===== src/sv/mmcrx_pkg.sv =====
// ----------------------------------------------------------------------------
// mmcrx_pkg
// Shared types and constants for the one-bit MMC data block receiver.
// ----------------------------------------------------------------------------
package mmcrx_pkg;

   localparam int unsigned BlockBytes = 512;  // 1 .. 4096

   localparam logic [12:0] BLOCK_BYTES   = 13'(BlockBytes);
   localparam logic [12:0] CRC_BITS      = 13'd16;
   localparam logic [15:0] CRC_POLY      = 16'h1021;
   localparam logic [15:0] TIMEOUT_RESET = 16'd10000;

   typedef enum logic [2:0] {
      PH_IDLE = 3'd0,
      PH_HUNT = 3'd1,
      PH_DATA = 3'd2,
      PH_CRC  = 3'd3,
      PH_END  = 3'd4
   } phase_type;

   typedef enum logic [1:0] {
      KIND_BYTE    = 2'd0,
      KIND_OK      = 2'd1,
      KIND_CRC_ERR = 2'd2,
      KIND_TIMEOUT = 2'd3
   } kind_type;

   typedef enum logic {
      CMD_ARM    = 1'b0,
      CMD_SAMPLE = 1'b1
   } cmd_type;

   typedef struct packed {
      logic        valid;
      kind_type    kind;
      logic [7:0]  data_byte;
      logic [15:0] received_crc;
      logic [31:0] crc_error_total;
   } res_type;

endpackage


===== src/sv/mmcrx_engine.sv =====
// ----------------------------------------------------------------------------
// mmcrx_engine
// Receive state: start-bit hunt, byte packing, CRC16 and status decision.
// ----------------------------------------------------------------------------
module mmcrx_engine
   import mmcrx_pkg::*;
(
   input  logic        clock,
   input  logic        reset,
   input  logic        step,
   input  logic        command,
   input  logic        line_bit,
   input  logic [15:0] start_timeout,
   output res_type     res
);

   phase_type   phase_ff, phase_in;
   logic [15:0] hunt_ff, hunt_in;
   logic [12:0] idx_ff, idx_in;
   logic [7:0]  shift_ff, shift_in;
   logic [2:0]  cnt_ff, cnt_in;
   logic [15:0] crc_ff, crc_in;
   logic [15:0] card_ff, card_in;
   logic [31:0] err_ff, err_in;

   logic        crc_fb;
   logic [15:0] crc_next;
   logic [7:0]  byte_next;
   logic [12:0] idx_inc;

   assign crc_fb    = crc_ff[15] ^ line_bit;
   assign crc_next  = {crc_ff[14:0], 1'b0} ^ (crc_fb ? CRC_POLY : 16'd0);
   assign byte_next = {shift_ff[6:0], line_bit};
   assign idx_inc   = idx_ff + 13'd1;

   always_comb begin
      phase_in = phase_ff;
      hunt_in  = hunt_ff;
      idx_in   = idx_ff;
      shift_in = shift_ff;
      cnt_in   = cnt_ff;
      crc_in   = crc_ff;
      card_in  = card_ff;
      err_in   = err_ff;
      res      = '0;
      res.kind = KIND_BYTE;
      res.crc_error_total = err_ff;

      if (step) begin
         if (cmd_type'(command) == CMD_ARM) begin
            phase_in = PH_HUNT;
            hunt_in  = start_timeout;
            idx_in   = '0;
            shift_in = '0;
            cnt_in   = '0;
            crc_in   = '0;
            card_in  = '0;
         end else begin
            unique case (phase_ff)
               PH_IDLE: begin
               end
               PH_HUNT: begin
                  if (!line_bit) begin
                     phase_in = PH_DATA;
                  end else if (hunt_ff <= 16'd1) begin
                     // a zero timeout behaves as one
                     hunt_in   = '0;
                     phase_in  = PH_IDLE;
                     res.valid = 1'b1;
                     res.kind  = KIND_TIMEOUT;
                  end else begin
                     hunt_in = hunt_ff - 16'd1;
                  end
               end
               PH_DATA: begin
                  crc_in = crc_next;
                  cnt_in = cnt_ff + 3'd1;
                  if (cnt_ff == 3'd7) begin
                     res.valid     = 1'b1;
                     res.kind      = KIND_BYTE;
                     res.data_byte = byte_next;
                     shift_in      = '0;
                     if (idx_inc >= BLOCK_BYTES) begin
                        idx_in   = '0;
                        phase_in = PH_CRC;
                     end else begin
                        idx_in = idx_inc;
                     end
                  end else begin
                     shift_in = byte_next;
                  end
               end
               PH_CRC: begin
                  card_in = {card_ff[14:0], line_bit};
                  if (idx_inc >= CRC_BITS) begin
                     idx_in   = '0;
                     phase_in = PH_END;
                  end else begin
                     idx_in = idx_inc;
                  end
               end
               PH_END: begin
                  // end bit level is not checked
                  phase_in         = PH_IDLE;
                  res.valid        = 1'b1;
                  res.received_crc = card_ff;
                  if (crc_ff != card_ff) begin
                     err_in              = err_ff + 32'd1;
                     res.kind            = KIND_CRC_ERR;
                     res.crc_error_total = err_ff + 32'd1;
                  end else begin
                     res.kind = KIND_OK;
                  end
               end
               default: begin
                  phase_in = PH_IDLE;
               end
            endcase
         end
      end
   end

   always_ff @(posedge clock) begin
      if (reset) begin
         phase_ff <= PH_IDLE;
         hunt_ff  <= '0;
         idx_ff   <= '0;
         shift_ff <= '0;
         cnt_ff   <= '0;
         crc_ff   <= '0;
         card_ff  <= '0;
         err_ff   <= '0;
      end else begin
         phase_ff <= phase_in;
         hunt_ff  <= hunt_in;
         idx_ff   <= idx_in;
         shift_ff <= shift_in;
         cnt_ff   <= cnt_in;
         crc_ff   <= crc_in;
         card_ff  <= card_in;
         err_ff   <= err_in;
      end
   end

   a_timeout_from_hunt: assert property (@(posedge clock) disable iff (reset)
      res.valid && res.kind == KIND_TIMEOUT |-> phase_ff == PH_HUNT)
      else $error("timeout outside start-bit hunt");

   a_byte_from_data: assert property (@(posedge clock) disable iff (reset)
      res.valid && res.kind == KIND_BYTE |-> phase_ff == PH_DATA && cnt_ff == 3'd7)
      else $error("data byte emitted before eight bits packed");

   a_err_count_on_mismatch: assert property (@(posedge clock) disable iff (reset)
      !$past(reset) && err_ff != $past(err_ff)
      |-> $past(res.valid) && $past(res.kind) == KIND_CRC_ERR)
      else $error("crc error count moved without a crc mismatch");

endmodule


===== src/sv/mmc_data_block_receiver_top.sv =====
// ----------------------------------------------------------------------------
// mmc_data_block_receiver_top
// One-bit MMC DAT0 block receiver with start-bit timeout and CRC16 check.
// ----------------------------------------------------------------------------
//  Channel | Direction | Handshake          | Payload
//  req     | in        | req_valid/stall    | command, line_bit
//  rsp     | out       | rsp_valid/stall    | result_kind, data_byte,
//          |           |                    | received_crc, crc_error_total
//  csr     | in        | csr_wr_en          | start_timeout (16 bit)
//
//  One beat per cycle unless a result stalls; the rate is set by the single
//  input register feeding the receive engine, and each result is registered.
//  Synchronous active-high reset; timeout register resets to 10000.
//  A stalled result holds the input register; req_stall rises only then.
// ----------------------------------------------------------------------------
module mmc_data_block_receiver_top
   import mmcrx_pkg::*;
(
   input  logic        clock,
   input  logic        reset,
   input  logic        req_valid,
   output logic        req_stall,
   input  logic        req_command,
   input  logic        req_line_bit,
   output logic        rsp_valid,
   input  logic        rsp_stall,
   output logic [1:0]  rsp_result_kind,
   output logic [7:0]  rsp_data_byte,
   output logic [15:0] rsp_received_crc,
   output logic [31:0] rsp_crc_error_total,
   input  logic        csr_wr_en,
   input  logic [15:0] csr_wr_data
);

   logic        in_valid_ff, in_valid_in;
   logic        in_cmd_ff, in_bit_ff;
   logic [15:0] timeout_ff;
   logic        out_valid_ff, out_valid_in;
   res_type     out_ff;

   logic        out_free;
   logic        proceed;
   logic        req_take;
   res_type     res;

   assign out_free  = !out_valid_ff || !rsp_stall;
   assign proceed   = in_valid_ff && out_free;
   assign req_stall = in_valid_ff && !out_free;
   assign req_take  = req_valid && !req_stall;

   mmcrx_engine u_engine (
      .clock         (clock),
      .reset         (reset),
      .step          (proceed),
      .command       (in_cmd_ff),
      .line_bit      (in_bit_ff),
      .start_timeout (timeout_ff),
      .res           (res)
   );

   always_comb begin
      in_valid_in = in_valid_ff;
      if (req_take) begin
         in_valid_in = 1'b1;
      end else if (proceed) begin
         in_valid_in = 1'b0;
      end

      out_valid_in = out_valid_ff;
      if (proceed && res.valid) begin
         out_valid_in = 1'b1;
      end else if (!rsp_stall) begin
         out_valid_in = 1'b0;
      end
   end

   always_ff @(posedge clock) begin
      if (reset) begin
         in_valid_ff  <= 1'b0;
         out_valid_ff <= 1'b0;
         timeout_ff   <= TIMEOUT_RESET;
      end else begin
         in_valid_ff  <= in_valid_in;
         out_valid_ff <= out_valid_in;
         if (csr_wr_en) begin
            timeout_ff <= csr_wr_data;
         end
      end
   end

   always_ff @(posedge clock) begin
      if (req_take) begin
         in_cmd_ff <= req_command;
         in_bit_ff <= req_line_bit;
      end
      if (proceed && res.valid) begin
         out_ff <= res;
      end
   end

   assign rsp_valid           = out_valid_ff;
   assign rsp_result_kind     = out_ff.kind;
   assign rsp_data_byte       = out_ff.data_byte;
   assign rsp_received_crc    = out_ff.received_crc;
   assign rsp_crc_error_total = out_ff.crc_error_total;

   a_beat_held: assert property (@(posedge clock) disable iff (reset)
      in_valid_ff && !out_free |=> in_valid_ff && $stable(in_cmd_ff) && $stable(in_bit_ff))
      else $error("held input beat lost while result stalled");

   a_no_overwrite: assert property (@(posedge clock) disable iff (reset)
      out_valid_ff && rsp_stall |-> !proceed)
      else $error("engine stepped while stalled result pending");

   a_status_fields: assert property (@(posedge clock) disable iff (reset)
      out_valid_ff && out_ff.kind != KIND_BYTE |-> out_ff.data_byte == 8'd0)
      else $error("status result carries a data byte");

endmodule


===== config.mk =====
export PLATFORM = sky130hd
export DESIGN_NAME = mmc_data_block_receiver_top
export DESIGN_NICKNAME = d
export VERILOG_FILES = /design/src/sv/mmcrx_pkg.sv /design/src/sv/mmcrx_engine.sv /design/src/sv/mmc_data_block_receiver_top.sv
export SDC_FILE = /design/constraint.sdc
export NUM_CORES = 1
export LEC_CHECK = 0
export ABC_CLOCK_PERIOD_IN_PS = 4100
export BUFFER_PORTS_ARGS = -buffer_cell sky130_fd_sc_hd__buf_2
export CAP_MARGIN = 20
export CORE_MARGIN = 1.5
export CORE_UTILIZATION = 50
export DETAILED_ROUTE_END_ITERATION = 8
export PLACE_DENSITY = 0.76
export SLEW_MARGIN = 20
export SYNTH_ARGS = -nofsm -noshare
export SYNTH_HDL_FRONTEND = slang
export SYNTH_SLANG_ARGS = --single-unit
export TNS_END_PERCENT = 5

===== constraint.sdc =====
create_clock -name clock -period 4.1 [get_ports clock]
set_input_delay 0 -clock clock [delete_from_list [all_inputs] [get_ports clock]]
set_output_delay 0 -clock clock [all_outputs]
set_load 0.02 [all_outputs]

==> run summary <==
Outcome = complete, no violations
Fin cells = 1,105
WL final = 16.46 mm
CTS Sinks = 184
Internal power = 2.855 mW
Synth-to-layout area growth = 16.20%
Switch share = 25.30%
Placed Area = 0.008703 mm²
Multiplexer share of the synthesized area = 2.621%
Synth Area in Simple Gates = 22.07%
Die ar. = 0.01710 mm²
Crit Path Category = flop to flop
Final min period = 2981 ps
Fin. Hold Viols = 0
Total track usage = 20.13%
Syn Area/Cell = 10.32 µm²
RSZ-0062 raised after global routing = false
Worst path arrival time = 3030 ps
Critical Path Source = u_engine.hunt_ff[0]$_SDFFE_PP0P_
Fmax = 335.5 MHz
Cells after Synth = 791
Detailed Routing Iterations Pass 1 = 7
Worst slew margin = 27.21%
Routability cong. = 0.8386
Die W = 130.8 µm
I/O pin count = 83
Ys Warns = 0
Hold Path Class = input port to flop
Leak = 3.628 nW
CORE AREA = 0.01594 mm²
Fin crit share = 72.70%
# setup viols final = 0
Post-synth ARST share = 0%
Worst EP required = 4150 ps
Nets = 905
Clock Power Share = 40.6%
Max layer used = met4
Crit start category = flop
First-pass GRT wire length = 27.10 mm
Vias in the first global route = 5,415
Post-cts hold buffer count = 21
Largest family of logic cells by synthesized area = simple AND/OR/NAND/NOR gates
WHS = 97.61 ps
P per Cell Area = 402.8 mW/mm²
Adder-Cell Fraction of Synth Area = 0.9195%
Vias per cell = 5.514
Placed cells = 1,052
Dominant synthesized flop cell = dfxtp_1
H-tree depth = 4
DRC Markers = 0
Root buffer cell = clkbuf_16
Setup WS pre-CTS = 1148 ps
Slew @ Worst Pin = 1092 ps
ANT nets after route = 0
Clk_skew = 8.953 ps
Critical Path End Type = flop
Critical path fanouts, max = 58
Number of enable flip-flop cells after synthesis = 60
HP Start = csr_wr_en
WL/cell = 14.89 µm
Register area share after synthesis = 52.48%
Largest net degree at the start of global routing = 79
Yosys reg bits = 184
IO buf count = 82
Worst-skew pair later-pin latency = 430 ps
Fin util = 59.50%
Clk buf depth = 2
Setup tns final = 0 ps
Met3 WL post-DR = 779 µm
Setup WS post-layout = 1119 ps
Initial antenna violation count = 0
Slew Viols, Final = 0
P_sw = 0.9667 mW
Power, Total = 3.821 mW
WL met1 = 7.817 mm
R2R Path Start = u_engine.hunt_ff[0]$_SDFFE_PP0P_
Chip Height = 130.8 µm
Initial DRC count = 415
Vias = 6,093
Post-synthesis compound-gate area fraction = 12.81%
DR WL met2 = 7.653 mm
Synth Area in XOR/XNOR = 5.900%
TritonCTS clock tree = done
VDD IR-drop max = 0.3097 mV
DP HPWL = 10.75 mm
Total grt overflow = 0
Synthesized net count = 820
PostCTS Resize Cnt = 0
Final Cell Area = 0.009487 mm²
Cts bufs inserted = 17
# Post-CTS Setup Buffers = 0
Max-cap check violation count = 0
Ratio of cells with drive above 1 in the final layout = 18.79%
Yosys cell types = 77
Comb pwr share = 8.8%
Mapped Area = 0.008164 mm²
Part of the power in registers = 50.6%
Initial Util = 51.21%
FP Rows = 46
Total inserted antenna cells = 0
Clock transition at path regs = 70 ps
## kinds of logic (layout without fill, tap and decap cells)
family          after synthesis  after routing
compound gates              134            134
xor+xnor                     55             55
fa+ha+maj                     6              6
buf+inv                      58            156
flops                       184            184
mux                          21             21
simple gates                333            333
## final timing paths
path / to / slack, ps / cells past startpoint
worst max-delay path: rsp_crc_error_total[9]$_DFFE_PP_ / 1120 / 9
worst min-delay path: timeout_ff[9]$_SDFFE_PP1P_ / 100 / 3
worst max register to register: rsp_crc_error_total[9]$_DFFE_PP_ / 1120 / 9
worst min register to register: u_engine.hunt_ff[8]$_SDFFE_PP0P_ / 480 / 2
## registers in the layout, summed over array words and instances, names as in the netlist
register	flops
u_engine.err_ff	32
u_engine.hunt_ff	16
u_engine.card_ff	16
rsp_data_byte	8
u_engine.cnt_ff	3
rsp_result_kind	2
u_engine.shift_ff	7
rsp_valid	1
in_cmd_ff	1
rsp_crc_error_total	32
timeout_ff	16
in_bit_ff	1
in_valid_ff	1
rsp_received_crc	16
u_engine.phase_ff	3
u_engine.crc_ff	16
u_engine.idx_ff	13
## area by class of cell
cell class,instances,area [µm²]
Fill cell,1357,6456
Sequential cell,184,4284
Clock inverter,14,133.9
Tap cell,216,270.3
Timing Repair Buffer,112,688.2
Clock buffer,18,439.2
Multi-Input combinational cell,549,3626
Inverter,12,45.04
## power by group through the flow
stage	combinational [mW]	clock (mW)	sequential [mW]
2_1_floorplan	0.249	0	1.97
3_3_place_gp	0.316	0	1.97
3_5_place_dp	0.318	0	1.97
4_1_cts	0.334	1.59	1.93
5_1_grt	0.371	1.65	1.94
6_report	0.337	1.55	1.93
## placed cells by master, fill, tap and decap left out, drive strengths merged, types with 7 or more instances in the layout
cell type,n
edfxtp,60
mux2i,18
xnor2,11
xor2,44
a211oi,8
nand2b,8
dlygate4sd3,21
nor2,86
o21ai,19
or3,7
nor3,36
nor2b,9
and3,19
a21o,7
nor4,17
buf,91
inv,19
a22oi,48
nand4,13
nand2,40
nand3,28
dfxtp,124
clkbuf,18
a21oi,21
and2,50
## layer usage
layer  vias up  global-route usage (%)
li1       3041                       -
met1      2865                   27.77
met2       171                   32.04
met3        16                   4.235
met4         0                   5.947
met5         -                       0
## cells in the mapped netlist, types with 2 or more instances
cell type,number,area (µm²)
or3_1,5,31.28
nand3_1,27,135.1
xnor2_1,11,96.34
a22oi_1,45,337.8
nor2b_1,9,56.30
inv_1,11,41.29
o31ai_1,2,15.01
buf_1,2,7.510
a31oi_1,5,31.28
buf_4,2,15.01
dfxtp_1,124,2482
o21ai_2,4,35.03
and2_1,49,306.5
mux2_2,3,33.78
nand4_1,13,81.33
or3_4,2,22.52
o21ai_0,10,50.05
nor4b_1,2,17.52
ha_1,6,75.07
o32ai_1,2,17.52
clkbuf_1,32,120.1
a211oi_1,7,52.55
mux2i_1,18,180.2
a21oi_2,4,35.03
or2_2,5,31.28
a21oi_1,17,85.08
nor4_1,13,81.33
nor3_1,33,165.2
clkbuf_8,2,27.53
nand4b_1,2,17.52
xor2_1,44,385.4
buf_2,7,35.03
nand2_1,40,150.1
nor4_2,3,37.54
a2bb2oi_1,2,17.52
and4_1,6,52.55
edfxtp_1,60,1802
and3_1,19,118.9
a22oi_2,3,37.54
o21ai_1,4,20.02
nand2b_1,7,43.79
nor3_2,3,30.03
a32o_1,3,30.03
nor2_1,84,315.3
a21o_1,7,52.55
## critical path: stages (launching register included)
cell	delay [ps]
dfxtp_1	350
inv_1	90
ha_1	360
o21bai_1	150
nor4_1	500
nand3_1	140
a21oi_1	240
nor2_1	110
nor2_4	70
buf_4	580
Note: power is estimated with default switching activity, not from simulation.
